===== config.mk =====
export PLATFORM = sky130hd
export DESIGN_NAME = decimal_triplet_frame_serializer_core
export DESIGN_NICKNAME = d
export VERILOG_FILES = /design/src/design/dtfs_pkg.sv /design/src/design/dtfs_front.sv /design/src/design/dtfs_back.sv /design/src/design/decimal_triplet_frame_serializer_core.sv
export SDC_FILE = /design/constraint.sdc
export NUM_CORES = 1
export LEC_CHECK = 0
export BUFFER_PORTS_ARGS = -buffer_cell sky130_fd_sc_hd__buf_2
export CAP_MARGIN = 25
export CELL_PAD_IN_SITES_DETAIL_PLACEMENT = 0
export CELL_PAD_IN_SITES_GLOBAL_PLACEMENT = 1
export CORE_UTILIZATION = 46
export CTS_BUF_LIST = sky130_fd_sc_hd__clkbuf_4 sky130_fd_sc_hd__clkbuf_8 sky130_fd_sc_hd__clkbuf_16
export DETAILED_ROUTE_END_ITERATION = 8
export HOLD_SLACK_MARGIN = 0.08
export PLACE_DENSITY_LB_ADDON = 0.1
export SETUP_SLACK_MARGIN = 0.5
export SYNTH_ARGS = -nofsm -noshare
export SYNTH_HDL_FRONTEND = slang
export SYNTH_SLANG_ARGS = --single-unit
export TNS_END_PERCENT = 30

===== constraint.sdc =====
create_clock -name clk -period 6.4 [get_ports clk]
set_input_delay 1.28 -clock clk [delete_from_list [all_inputs] [get_ports clk]]
set_output_delay 1.28 -clock clk [all_outputs]
set_load 0.005 [all_outputs]

===== src/design/dtfs_pkg.sv =====
`timescale 1ns / 1ps
`default_nettype none
// ----------------------------------------------------------------------------
// dtfs_pkg
// Shared types and constants for the decimal triplet frame serializer.
// ----------------------------------------------------------------------------
package dtfs_pkg;

    typedef struct packed {
        logic [31:0] left_count;
        logic [31:0] right_count;
        logic [31:0] time_value;
        logic [15:0] topic_id;
    } item_t;

    typedef struct packed {
        logic [7:0] out_byte;
        logic       last;
    } result_t;

    typedef enum logic [2:0] {
        ST_IDLE,
        ST_CONV,
        ST_COUNT,
        ST_HDR,
        ST_DIGIT,
        ST_SEP,
        ST_CSUM
    } back_state_t;

    localparam logic [7:0] SYNC0      = 8'hff;
    localparam logic [7:0] SYNC1      = 8'hfe;
    localparam logic [7:0] SEP_CHAR   = 8'h2c;
    localparam logic [7:0] ASCII_ZERO = 8'h30;
    localparam logic [7:0] ASCII_NINE = 8'h39;

    // header: sync x2, msg length x2, length checksum, topic x2, payload length x4
    localparam int         HDR_IDX_W     = 4;
    localparam logic [3:0] HDR_LAST      = 4'd10;
    localparam logic [3:0] HDR_SUM_FIRST = 4'd5;

    localparam int LEN_W = 8;

endpackage : dtfs_pkg
`default_nettype wire


===== src/design/dtfs_front.sv =====
`timescale 1ns / 1ps
`default_nettype none
// ----------------------------------------------------------------------------
// dtfs_front
// Accepts request transactions, trims the values to the conversion width and
// holds them in a two-entry queue for the back end.
// ----------------------------------------------------------------------------
module dtfs_front
    import dtfs_pkg::*;
#(
    parameter int VALUE_WIDTH = 32
) (
    input  wire logic                        clk,
    input  wire logic                        rst_n,
    input  wire logic                        item_valid,
    output logic                             item_stall,
    input  wire item_t                       item,
    output logic                             q_valid,
    input  wire logic                        q_pop,
    output logic [16+3*VALUE_WIDTH-1:0]      q_data
);

    localparam int ENTRY_W = 16 + 3 * VALUE_WIDTH;

    logic [ENTRY_W-1:0] entry_reg [2];
    logic               wr_ptr_reg, wr_ptr_next;
    logic               rd_ptr_reg, rd_ptr_next;
    logic [1:0]         count_reg, count_next;
    logic               push;
    logic [ENTRY_W-1:0] entry_in;

    // only the low VALUE_WIDTH bits of each value take part
    assign entry_in = {item.topic_id,
                       VALUE_WIDTH'(item.time_value),
                       VALUE_WIDTH'(item.right_count),
                       VALUE_WIDTH'(item.left_count)};

    assign item_stall = (count_reg == 2'd2);
    assign push       = item_valid && !item_stall;
    assign q_valid    = (count_reg != 2'd0);
    assign q_data     = entry_reg[rd_ptr_reg];

    always_comb
    begin
        wr_ptr_next = wr_ptr_reg;
        rd_ptr_next = rd_ptr_reg;
        count_next  = count_reg;
        if (push)
        begin
            wr_ptr_next = ~wr_ptr_reg;
        end
        if (q_pop && q_valid)
        begin
            rd_ptr_next = ~rd_ptr_reg;
        end
        case ({push, q_pop && q_valid})
            2'b10:   count_next = count_reg + 2'd1;
            2'b01:   count_next = count_reg - 2'd1;
            default: count_next = count_reg;
        endcase
    end

    always_ff @(posedge clk or negedge rst_n)
    begin
        if (!rst_n)
        begin
            wr_ptr_reg <= 1'b0;
            rd_ptr_reg <= 1'b0;
            count_reg  <= 2'd0;
        end
        else
        begin
            wr_ptr_reg <= wr_ptr_next;
            rd_ptr_reg <= rd_ptr_next;
            count_reg  <= count_next;
        end
    end

    always_ff @(posedge clk)
    begin
        if (push)
        begin
            entry_reg[wr_ptr_reg] <= entry_in;
        end
    end

endmodule : dtfs_front
`default_nettype wire


===== src/design/dtfs_back.sv =====
`timescale 1ns / 1ps
`default_nettype none
// ----------------------------------------------------------------------------
// dtfs_back
// Converts the three values to BCD with a shared shift-and-add-3 pass, then
// walks the frame one byte per cycle, while the output is not stalled, into a registered output stage.
// ----------------------------------------------------------------------------
module dtfs_back
    import dtfs_pkg::*;
#(
    parameter int MAX_DIGITS  = 10,
    parameter int VALUE_WIDTH = 32
) (
    input  wire logic                        clk,
    input  wire logic                        rst_n,
    input  wire logic                        q_valid,
    output logic                             q_pop,
    input  wire logic [16+3*VALUE_WIDTH-1:0] q_data,
    output logic                             byte_valid,
    input  wire logic                        byte_stall,
    output result_t                          frame_byte
);

    localparam int BCD_DIGITS = (VALUE_WIDTH * 3) / 10 + 1;
    localparam int BCD_W      = BCD_DIGITS * 4;
    localparam int CNT_W      = $clog2(BCD_DIGITS + 1);
    localparam int DIDX_W     = $clog2(BCD_DIGITS);
    localparam int BIT_W      = $clog2(VALUE_WIDTH);

    back_state_t          state_reg, state_next;
    logic [VALUE_WIDTH-1:0] bin_reg  [3];
    logic [VALUE_WIDTH-1:0] bin_next [3];
    logic [BCD_W-1:0]     bcd_reg  [3];
    logic [BCD_W-1:0]     bcd_next [3];
    logic [CNT_W-1:0]     n_reg    [3];
    logic [CNT_W-1:0]     n_next   [3];
    logic [2:0]           sat_reg, sat_next;
    logic [15:0]          topic_reg, topic_next;
    logic [BIT_W-1:0]     bitcnt_reg, bitcnt_next;
    logic [LEN_W-1:0]     plen_reg, plen_next;
    logic [HDR_IDX_W-1:0] hidx_reg, hidx_next;
    logic [1:0]           sel_reg, sel_next;
    logic [DIDX_W-1:0]    didx_reg, didx_next;
    logic [7:0]           sum_reg, sum_next;
    logic                 out_valid_reg, out_valid_next;
    result_t              out_reg, out_next;

    logic [BCD_W-1:0]     bcd_adj  [3];
    logic [CNT_W-1:0]     raw_n    [3];
    logic                 adv;
    logic                 emit;
    logic [7:0]           emit_byte;
    logic                 emit_last;
    logic [7:0]           hdr_byte;
    logic [7:0]           mlen;
    logic [3:0]           cur_digit;
    logic [1:0]           sel_inc;

    assign adv        = !out_valid_reg || !byte_stall;
    assign byte_valid = out_valid_reg;
    assign frame_byte = out_reg;
    assign mlen       = plen_reg + 8'd4;
    assign sel_inc    = sel_reg + 2'd1;
    assign cur_digit  = bcd_reg[sel_reg][didx_reg*4 +: 4];

    // add-3 correction on every digit lane ahead of the shift
    always_comb
    begin
        for (int l = 0; l < 3; l++)
        begin
            for (int d = 0; d < BCD_DIGITS; d++)
            begin
                if (bcd_reg[l][d*4 +: 4] >= 4'd5)
                begin
                    bcd_adj[l][d*4 +: 4] = bcd_reg[l][d*4 +: 4] + 4'd3;
                end
                else
                begin
                    bcd_adj[l][d*4 +: 4] = bcd_reg[l][d*4 +: 4];
                end
            end
        end
    end

    // digit count: position of the top nonzero digit counted from one, at least one
    always_comb
    begin
        for (int l = 0; l < 3; l++)
        begin
            raw_n[l] = CNT_W'(1);
            for (int d = 0; d < BCD_DIGITS; d++)
            begin
                if (bcd_reg[l][d*4 +: 4] != 4'd0)
                begin
                    raw_n[l] = CNT_W'(d + 1);
                end
            end
        end
    end

    always_comb
    begin
        case (hidx_reg)
            4'd0:    hdr_byte = SYNC0;
            4'd1:    hdr_byte = SYNC1;
            4'd2:    hdr_byte = mlen;
            4'd4:    hdr_byte = ~mlen;
            4'd5:    hdr_byte = topic_reg[7:0];
            4'd6:    hdr_byte = topic_reg[15:8];
            4'd7:    hdr_byte = plen_reg;
            default: hdr_byte = 8'd0;
        endcase
    end

    always_comb
    begin
        state_next  = state_reg;
        bitcnt_next = bitcnt_reg;
        topic_next  = topic_reg;
        plen_next   = plen_reg;
        hidx_next   = hidx_reg;
        sel_next    = sel_reg;
        didx_next   = didx_reg;
        sum_next    = sum_reg;
        sat_next    = sat_reg;
        q_pop       = 1'b0;
        emit        = 1'b0;
        emit_byte   = 8'd0;
        emit_last   = 1'b0;
        for (int l = 0; l < 3; l++)
        begin
            bin_next[l] = bin_reg[l];
            bcd_next[l] = bcd_reg[l];
            n_next[l]   = n_reg[l];
        end

        case (state_reg)
            ST_IDLE:
            begin
                if (q_valid)
                begin
                    q_pop       = 1'b1;
                    for (int l = 0; l < 3; l++)
                    begin
                        bin_next[l] = q_data[l*VALUE_WIDTH +: VALUE_WIDTH];
                        bcd_next[l] = '0;
                    end
                    topic_next  = q_data[3*VALUE_WIDTH +: 16];
                    bitcnt_next = '0;
                    state_next  = ST_CONV;
                end
            end
            ST_CONV:
            begin
                for (int l = 0; l < 3; l++)
                begin
                    bcd_next[l] = {bcd_adj[l][BCD_W-2:0], bin_reg[l][VALUE_WIDTH-1]};
                    bin_next[l] = {bin_reg[l][VALUE_WIDTH-2:0], 1'b0};
                end
                bitcnt_next = bitcnt_reg + BIT_W'(1);
                if (bitcnt_reg == BIT_W'(VALUE_WIDTH - 1))
                begin
                    state_next = ST_COUNT;
                end
            end
            ST_COUNT:
            begin
                for (int l = 0; l < 3; l++)
                begin
                    // too many digits: saturate to a run of nines
                    if ({{(32-CNT_W){1'b0}}, raw_n[l]} > 32'(MAX_DIGITS))
                    begin
                        sat_next[l] = 1'b1;
                        n_next[l]   = CNT_W'(MAX_DIGITS);
                    end
                    else
                    begin
                        sat_next[l] = 1'b0;
                        n_next[l]   = raw_n[l];
                    end
                end
                plen_next  = 8'd2 + LEN_W'(n_next[0]) + LEN_W'(n_next[1])
                             + LEN_W'(n_next[2]);
                hidx_next  = '0;
                sum_next   = 8'd0;
                state_next = ST_HDR;
            end
            ST_HDR:
            begin
                if (adv)
                begin
                    emit      = 1'b1;
                    emit_byte = hdr_byte;
                    if (hidx_reg >= HDR_SUM_FIRST)
                    begin
                        sum_next = sum_reg + hdr_byte;
                    end
                    if (hidx_reg == HDR_LAST)
                    begin
                        sel_next   = 2'd0;
                        didx_next  = DIDX_W'(n_reg[0] - CNT_W'(1));
                        state_next = ST_DIGIT;
                    end
                    else
                    begin
                        hidx_next = hidx_reg + 4'd1;
                    end
                end
            end
            ST_DIGIT:
            begin
                if (adv)
                begin
                    emit      = 1'b1;
                    emit_byte = sat_reg[sel_reg] ? ASCII_NINE
                                                 : (ASCII_ZERO | {4'd0, cur_digit});
                    sum_next  = sum_reg + emit_byte;
                    if (didx_reg == '0)
                    begin
                        state_next = (sel_reg == 2'd2) ? ST_CSUM : ST_SEP;
                    end
                    else
                    begin
                        didx_next = didx_reg - DIDX_W'(1);
                    end
                end
            end
            ST_SEP:
            begin
                if (adv)
                begin
                    emit       = 1'b1;
                    emit_byte  = SEP_CHAR;
                    sum_next   = sum_reg + SEP_CHAR;
                    sel_next   = sel_inc;
                    didx_next  = DIDX_W'(n_reg[sel_inc] - CNT_W'(1));
                    state_next = ST_DIGIT;
                end
            end
            ST_CSUM:
            begin
                if (adv)
                begin
                    emit       = 1'b1;
                    emit_byte  = ~sum_reg;
                    emit_last  = 1'b1;
                    state_next = ST_IDLE;
                end
            end
            default:
            begin
                state_next = ST_IDLE;
            end
        endcase

        out_next       = out_reg;
        out_valid_next = out_valid_reg;
        if (emit)
        begin
            out_valid_next    = 1'b1;
            out_next.out_byte = emit_byte;
            out_next.last     = emit_last;
        end
        else if (!byte_stall)
        begin
            out_valid_next = 1'b0;
        end
    end

    always_ff @(posedge clk or negedge rst_n)
    begin
        if (!rst_n)
        begin
            state_reg     <= ST_IDLE;
            out_valid_reg <= 1'b0;
        end
        else
        begin
            state_reg     <= state_next;
            out_valid_reg <= out_valid_next;
        end
    end

    always_ff @(posedge clk)
    begin
        for (int l = 0; l < 3; l++)
        begin
            bin_reg[l] <= bin_next[l];
            bcd_reg[l] <= bcd_next[l];
            n_reg[l]   <= n_next[l];
        end
        sat_reg    <= sat_next;
        topic_reg  <= topic_next;
        bitcnt_reg <= bitcnt_next;
        plen_reg   <= plen_next;
        hidx_reg   <= hidx_next;
        sel_reg    <= sel_next;
        didx_reg   <= didx_next;
        sum_reg    <= sum_next;
        out_reg    <= out_next;
    end

endmodule : dtfs_back
`default_nettype wire


===== src/design/decimal_triplet_frame_serializer_core.sv =====
`timescale 1ns / 1ps
`default_nettype none
// ----------------------------------------------------------------------------
// decimal_triplet_frame_serializer_core
// Turns each request into one framed byte stream: sync header, lengths,
// topic, three comma-separated decimal values and a trailing checksum.
//
//   channel  | signals                              | direction
//   ---------+--------------------------------------+----------
//   request  | item_valid, item_stall, item         | in
//   frame    | byte_valid, byte_stall, frame_byte   | out
//
// A frame goes through BCD conversion and digit counting, then one byte per
// cycle while the output is not stalled (14 + digits bytes), and the back end
// then returns to idle to pick up the next request.
// The two-entry request queue keeps accepting while a frame streams out, until it is full.
// Reset clears control state only; output stalls hold the current byte.
// ----------------------------------------------------------------------------
module decimal_triplet_frame_serializer_core
    import dtfs_pkg::*;
#(
    parameter int MAX_DIGITS  = 10,
    parameter int VALUE_WIDTH = 32
) (
    input  wire logic    clk,
    input  wire logic    rst_n,
    input  wire logic    item_valid,
    output logic         item_stall,
    input  wire item_t   item,
    output logic         byte_valid,
    input  wire logic    byte_stall,
    output result_t      frame_byte
);

    logic                          q_valid;
    logic                          q_pop;
    logic [16+3*VALUE_WIDTH-1:0]   q_data;

    dtfs_front #(
        .VALUE_WIDTH (VALUE_WIDTH)
    ) u_front (
        .clk        (clk),
        .rst_n      (rst_n),
        .item_valid (item_valid),
        .item_stall (item_stall),
        .item       (item),
        .q_valid    (q_valid),
        .q_pop      (q_pop),
        .q_data     (q_data)
    );

    dtfs_back #(
        .MAX_DIGITS  (MAX_DIGITS),
        .VALUE_WIDTH (VALUE_WIDTH)
    ) u_back (
        .clk        (clk),
        .rst_n      (rst_n),
        .q_valid    (q_valid),
        .q_pop      (q_pop),
        .q_data     (q_data),
        .byte_valid (byte_valid),
        .byte_stall (byte_stall),
        .frame_byte (frame_byte)
    );

endmodule : decimal_triplet_frame_serializer_core
`default_nettype wire


---- After elaboration in Yosys (flattened, before gate mapping) ----
Memory sizes are Yosys's and may differ from the RTL's. A register that Yosys moved wholly into a read port is not among the register bits.
Index checks and enable logic that the tools add are counted.
cells by class
  add/sub/neg operators ................... 45
  order comparisons ....................... 35
  eq/ne operators ......................... 31
  shift-type cells ........................ 1
  multiplexer cells ....................... 120
  bitwise logic cells ..................... 4
  reductions and logical operators ........ 51
operator list
  cell                 count
  $pmux 120 s2         1
  $mux 4               50
  $pmux 96 s2          1
  $ge 4x3->1 const B   31
  $mux 120             1
  $reduce_bool 4->1    28
  $add 4x2->4 const B  27
  $mux 96              1
  $mux 3               23
  $pmux 8 s4           2
  $mux 8               7
  $pmux 8 s7           1
  $shiftx 40x7->4      1
  $mux 2               11
  $pmux 3 s7           1
  $ne 2x1->1 const B   9
  $add 8x4->8          2
  $add 8x8->8          2
  $eq 4x3->1 const B   4
  $not 8->8            2
  $gt 4x4->1 const B   3
  $mux 1               12
  $mux 12              1
  $pmux 4 s3           1
  42 further kinds     65
word-level totals
  register bits after elaboration ......... 67
  RAM bits ................................ 452
  input port bits ......................... 116
  output and inout port bits .............. 11
  word-level logic and storage cells ...... 306
  memories ................................ 4
memories
  name               words  width  read ports  clocked after Yosys merged registers in  write ports  RTL line          RTL
  u_front.entry_reg  2      112    1           0                                        1            dtfs_front.sv:25  logic [ENTRY_W-1:0] entry_reg [2];
  u_back.bcd_reg     3      40     4           1                                        3            dtfs_back.sv:33   logic [BCD_W-1:0] bcd_reg [3];
  u_back.bin_reg     3      32     3           0                                        3            dtfs_back.sv:31   logic [VALUE_WIDTH-1:0] bin_reg [3];
  u_back.n_reg       3      4      2           0                                        3            dtfs_back.sv:35   logic [CNT_W-1:0] n_reg [3];

---- Longest topological paths before layout ----
An unclocked memory read counts as a cell.
  depth in word-level cells ............... 17
  depth in mapped cells ................... 18

---- Modules after synthesis ----
A second synthesis with hierarchy kept.
unflattened totals
  cells, all modules ...................... 2066
  area, all modules ....................... 25286.8 µm²
modules (own cells, without submodules)
  module      times used  cells an instance  area each (µm²)  sequential area each (µm²)
  dtfs_back   1           1699               16714.8          8698.3
  dtfs_front  1           367                8572.0           6826.5

---- Worst setup path after synthesis ----
Ideal clock, no wire load.
  kind .................................... flip-flop to flip-flop
  start point ............................. reg, netlist name u_back.state_reg[0]
  end point ............................... mem u_back.bcd_reg[0][0] in the netlist's numbering, enable pin
  library setup time ...................... 1.736 ns
  arrival ................................. 5.025 ns
  setup slack ............................. -0.360 ns
  stages on the path, launching flop included .. 8
  path buffers ............................ 4
  clock period less this slack ............ 6.760 ns
  cell sequence ........................... dfrtp_1 > buf_2 > inv_1 > or3_1 > clkbuf_1 > clkbuf_1 > clkbuf_1 > nand2_1
RTL lines
  item              RTL line
  end: declaration  dtfs_back.sv:33

---- Worst setup path after layout ----
  start point ............................. reg u_back.didx_reg[0]
  end point ............................... reg u_back.sum_reg[6] (data pin)
on the way
  longest elaborated chain between the ends .. 5
RTL lines
  item                      RTL line          RTL
  start: declaration        dtfs_back.sv:43   logic [DIDX_W-1:0] didx_reg, didx_next;
  start signal: assignment  dtfs_back.sv:298  didx_reg <= didx_next;
  $shiftx 40x7->4           dtfs_back.sv:64   assign cur_digit = bcd_reg[sel_reg][didx_reg*4 +: 4];
  $mux 4                    dtfs_back.sv:215  emit_byte = sat_reg[sel_reg] ? ASCII_NINE
  $add 8x8->8               dtfs_back.sv:217  sum_next = sum_reg + emit_byte;
  $mux 8                    dtfs_back.sv:212  if (adv)
  $pmux 8 s4                dtfs_back.sv:137  case (state_reg)
  end signal: assignment    dtfs_back.sv:299  sum_reg <= sum_next;
  end: declaration          dtfs_back.sv:44   logic [7:0] sum_reg, sum_next;
Every way passes these cells. The select of a mux whose other input is x is not followed.
A chain may end at the register's enable or synchronous reset.

==> impl_metrics.py <==
metrics = {
    "critical_path": {
        "crit_required_ns": 6.77,
        "start_kind": "flip-flop",
        "crit_buf_inv": 1,
        "cpMostUsedCell": "o21ai_0",
        "critPathMaxFanout": 22,
        "path_class": "reg -> reg",
        "critPathSlowestCell": "edfxtp_1",
        "crit_family": "compound AO/OA/AOI/OAI gates",
        "crit_chain": "buf_4 -> or2b_1 -> a2111oi_0 -> nor4_1 -> a21oi_1 -> a211o_1 -> o21ai_0 -> ha_1 -> nor2b_1 -> o21ai_0 -> a21boi_0 -> o21ai_0 -> mux2i_1 -> nand2_1",
        "crit_arrival_ns": 4.37,
        "cp-end-kind": "flip-flop",
        "max_stage_delay_ns": 0.56,
    },
    "power": {
        "comb_power_share": 0.347,
        "power.internal_mw": 10.1,
        "power.switching_mw": 5.90,
        "clkPwrFrac": 0.222,
        "p_total_mw": 16.0,
        "p_leak_nw": 10.3,
        "p_sw_frac": 0.369,
        "vdd_drop_max_uv": 453,
        "p_seq_frac": 0.431,
        "power_per_cell_area_nw_per_um2": 573,
    },
    "synthesis": {
        "ys.flop_type": "edfxtp_1",
        "ys_ff_latch": 519,
        "synth-edff-count": 509,
        "ys_async_sr_fraction": 0.0154,
        "synthMuxAreaShare": 0.0738,
        "synthAdderAreaFrac": 0.0486,
        "yosysSeqAreaShare": 0.631,
        "yosys.area_share.simple": 0.103,
        "netlist_area_um2": 24600,
        "synth.avg_cell_area_um2": 12.5,
        "yosys.area_share.xor_xnor": 0.0296,
        "yosys_warnings": 0,
        "synth_cell_type_count": 75,
        "synth_top_family_by_area": "simple AND/OR/NAND/NOR gates",
        "synth_compound_area_frac": 0.0832,
        "synthCells": 1961,
    },
    "place": {
        "place_congestion": 0.830,
        "numPortBuffers": 126,
        "dp_cells": 2708,
        "dp_hpwl_um": 33900,
    },
    "timing": {
        "finClkSkew_ns": 0.0215,
        "setup_viol": 0,
        "min_period_ns": 4.00,
        "rsz0062_at_grt": "false",
        "holdWs_ns": 0.511,
        "hold_violations": 0,
        "slew_violations": 0,
        "period_share": 0.625,
        "max_freq_ghz": 0.250,
        "slew_headroom": 0.378,
        "worst_slew_pin_slew_ns": 0.934,
    },
    "status": {
        "status": "finished clean",
    },
    "floorplan": {
        "chipWidth_um": 233,
        "core_area_um2": 52700,
        "initial_core_util": 0.467,
        "die-area_um2": 54400,
        "placementRows": 84,
        "die_y_um": 233,
        "ios": 127,
    },
    "layout": {
        "layout_commonest_cell": "edfxtp_1",
        "fill_cells": 4456,
        "nets": 2288,
        "drive_above_1_share": 0.136,
        "largest_reg_flops": 224,
        "synthToLayoutAreaGrowth_pct": 13.7,
        "final_cell_mix": "edfxtp_1 (509), nand2_1 (209), nor2_1 (194), o21ai_0 (164), mux2i_1 (127)",
        "instances_no_fill": 2822,
    },
    "grt": {
        "grt_pass1_vias": 14400,
        "overflow": 0,
        "antenna_found_initial": 14,
        "grt_max_degree": 195,
        "grt_pass1_wl_um": 79800,
        "track_usage": 0.189,
    },
    "worst_hold_path": {
        "hp-class": "in -> async",
    },
    "clock_network": {
        "ctsResizeCount": 0,
        "numCtsBuffers": 57,
        "cts_sinks": 519,
        "clockRootBuffer": "clkbuf_16",
        "cts_setup_buffers": 0,
        "clk_latency_ns": 0.62,
        "h-tree-depth": 2,
        "cts_tree": "done",
        "clkTransAtPathRegs_ns": 0.06,
        "cts_buffer_depth": 3,
        "postCtsHoldBufs": 0,
    },
    "routing": {
        "drt_pre_antenna_iters": 5,
        "antenna_left": 0,
        "drt_iter0_markers": 1064,
        "finalWirelength_um": 50900,
        "wire_per_inst_um": 18.0,
        "route.detailed.drc": 0,
        "num_vias": 14900,
        "viasPerCell": 5.29,
    },
    "flow_run": {
        "cap_viol_max_count": 0,
    },
}
==> final timing paths <==
kind	end	slack, ns	start	cells past startpoint
max in group asynchronous	u_front.rd_ptr_reg$_DFFE_PN0P_	5.66	rst_n	1
worst max-delay path	u_back.sum_reg[6]$_SDFFCE_PN0P_	2.40	u_back.didx_reg[0]$_DFFE_PP_	14
min in group clk	u_back.bin_reg[0][85]$_DFFE_PP_	0.52	u_back.bin_reg[0][84]$_DFFE_PP_	2
worst max register to register	u_back.sum_reg[6]$_SDFFCE_PN0P_	2.40	u_back.didx_reg[0]$_DFFE_PP_	14
worst min register to register	u_back.bin_reg[0][85]$_DFFE_PP_	0.52	u_back.bin_reg[0][84]$_DFFE_PP_	2
worst min-delay path	u_front.count_reg[1]$_DFFE_PN0P_	0.51	rst_n	1
==> power by group through the flow <==
stage / sequential, mW / combinational (mW) / clock [mW]
final: 6.91 / 5.55 / 3.55
after CTS: 6.91 / 5.63 / 3.63
after floorplan: 6.56 / 4.48 / 0
after global placement: 6.96 / 5.48 / 0
after detailed placement: 6.97 / 5.59 / 0
after global routing: 7.08 / 6.31 / 3.75
==> worst reg2reg max path: stages, from the launching register on <==
cell,delay [ns]
edfxtp_1,0.56
buf_4,0.39
or2b_1,0.31
a2111oi_0,0.40
nor4_1,0.15
a21oi_1,0.21
a211o_1,0.22
o21ai_0,0.13
ha_1,0.36
nor2b_1,0.15
o21ai_0,0.20
a21boi_0,0.16
o21ai_0,0.25
mux2i_1,0.22
nand2_1,0.06
==> final cells by class <==
class                   instances  area, µm²  area share
diodes                          6       15.0    0.000537
multi-input cells            1273       8380       0.300
inverters                      91        342      0.0122
clock inverters                37        512      0.0183
clock buffers                  70       1550      0.0554
repair buffers                138        766      0.0274
well taps                     688        861      0.0308
flip-flops and latches        519      15500       0.556
==> per-layer routing <==
layer | global-route usage | vias up | wire length [µm] | part of all wire
met2 | 0.292 | 284 | 23200 | 0.46
li1 | - | 7359 | - | -
met5 | 0 | - | 99 | 0.0019
met4 | 0.0633 | 18 | 1210 | 0.024
met3 | 0.0388 | 93 | 2660 | 0.052
met1 | 0.265 | 7165 | 23700 | 0.47
==> kinds of logic after synthesis <==
kind of cell,after synthesis
flops,519
mux,163
compound gates,362
buf+inv,172
fa+ha+maj,92
other cells,1
xor+xnor,83
simple gates,569
==> cell usage after synthesis (3+ instances only) <==
| library cell | instances | area share |
|---|---|---|
| o211ai_1 | 5 | 0.0015 |
| mux2_2 | 23 | 0.011 |
| inv_1 | 90 | 0.014 |
| nor4_1 | 5 | 0.0013 |
| and2_1 | 14 | 0.0036 |
| and3_1 | 4 | 0.0010 |
| nand2b_1 | 42 | 0.011 |
| nor3b_1 | 10 | 0.0031 |
| ha_1 | 86 | 0.044 |
| nand3_1 | 12 | 0.0024 |
| buf_6 | 7 | 0.0032 |
| a211oi_1 | 11 | 0.0034 |
| edfxtp_1 | 509 | 0.62 |
| a31oi_1 | 8 | 0.0020 |
| nand2_1 | 210 | 0.032 |
| nand4_1 | 7 | 0.0018 |
| o21ai_0 | 164 | 0.033 |
| or3b_2 | 5 | 0.0018 |
| o22ai_1 | 10 | 0.0025 |
| nor2b_1 | 10 | 0.0025 |
| a2111oi_0 | 3 | 0.0011 |
| buf_2 | 24 | 0.0049 |
| nor3_1 | 35 | 0.0071 |
| mux2i_1 | 127 | 0.052 |
| clkbuf_1 | 46 | 0.0070 |
| nor2_1 | 195 | 0.030 |
| xor2_1 | 38 | 0.014 |
| a21o_1 | 3 | 0.00092 |
| nor2_2 | 3 | 0.00076 |
| mux4_2 | 8 | 0.0073 |
| fa_1 | 6 | 0.0049 |
| a22oi_1 | 7 | 0.0021 |
| o21bai_1 | 3 | 0.00092 |
| mux4_1 | 3 | 0.0032 |
| a21oi_1 | 122 | 0.025 |
| nor3_2 | 3 | 0.0012 |
| dfrtp_1 | 8 | 0.0081 |
| xnor2_1 | 45 | 0.016 |
==> metrics by stage <==
step / TNS, ns / cell area (µm²) / utilization / worst slack (ns)
finish: 0 / 28000 / 0.531 / 2.40
global placement: 0 / 25900 / 0.491 / 2.52
floorplan: -24.12 / 24600 / - / -0.215
CTS: 0 / 27900 / 0.530 / 2.42
global route: 0 / 27900 / 0.531 / 2.12
detailed placement: 0 / 25900 / 0.491 / 2.45
(Power assumes the default switching activity.)
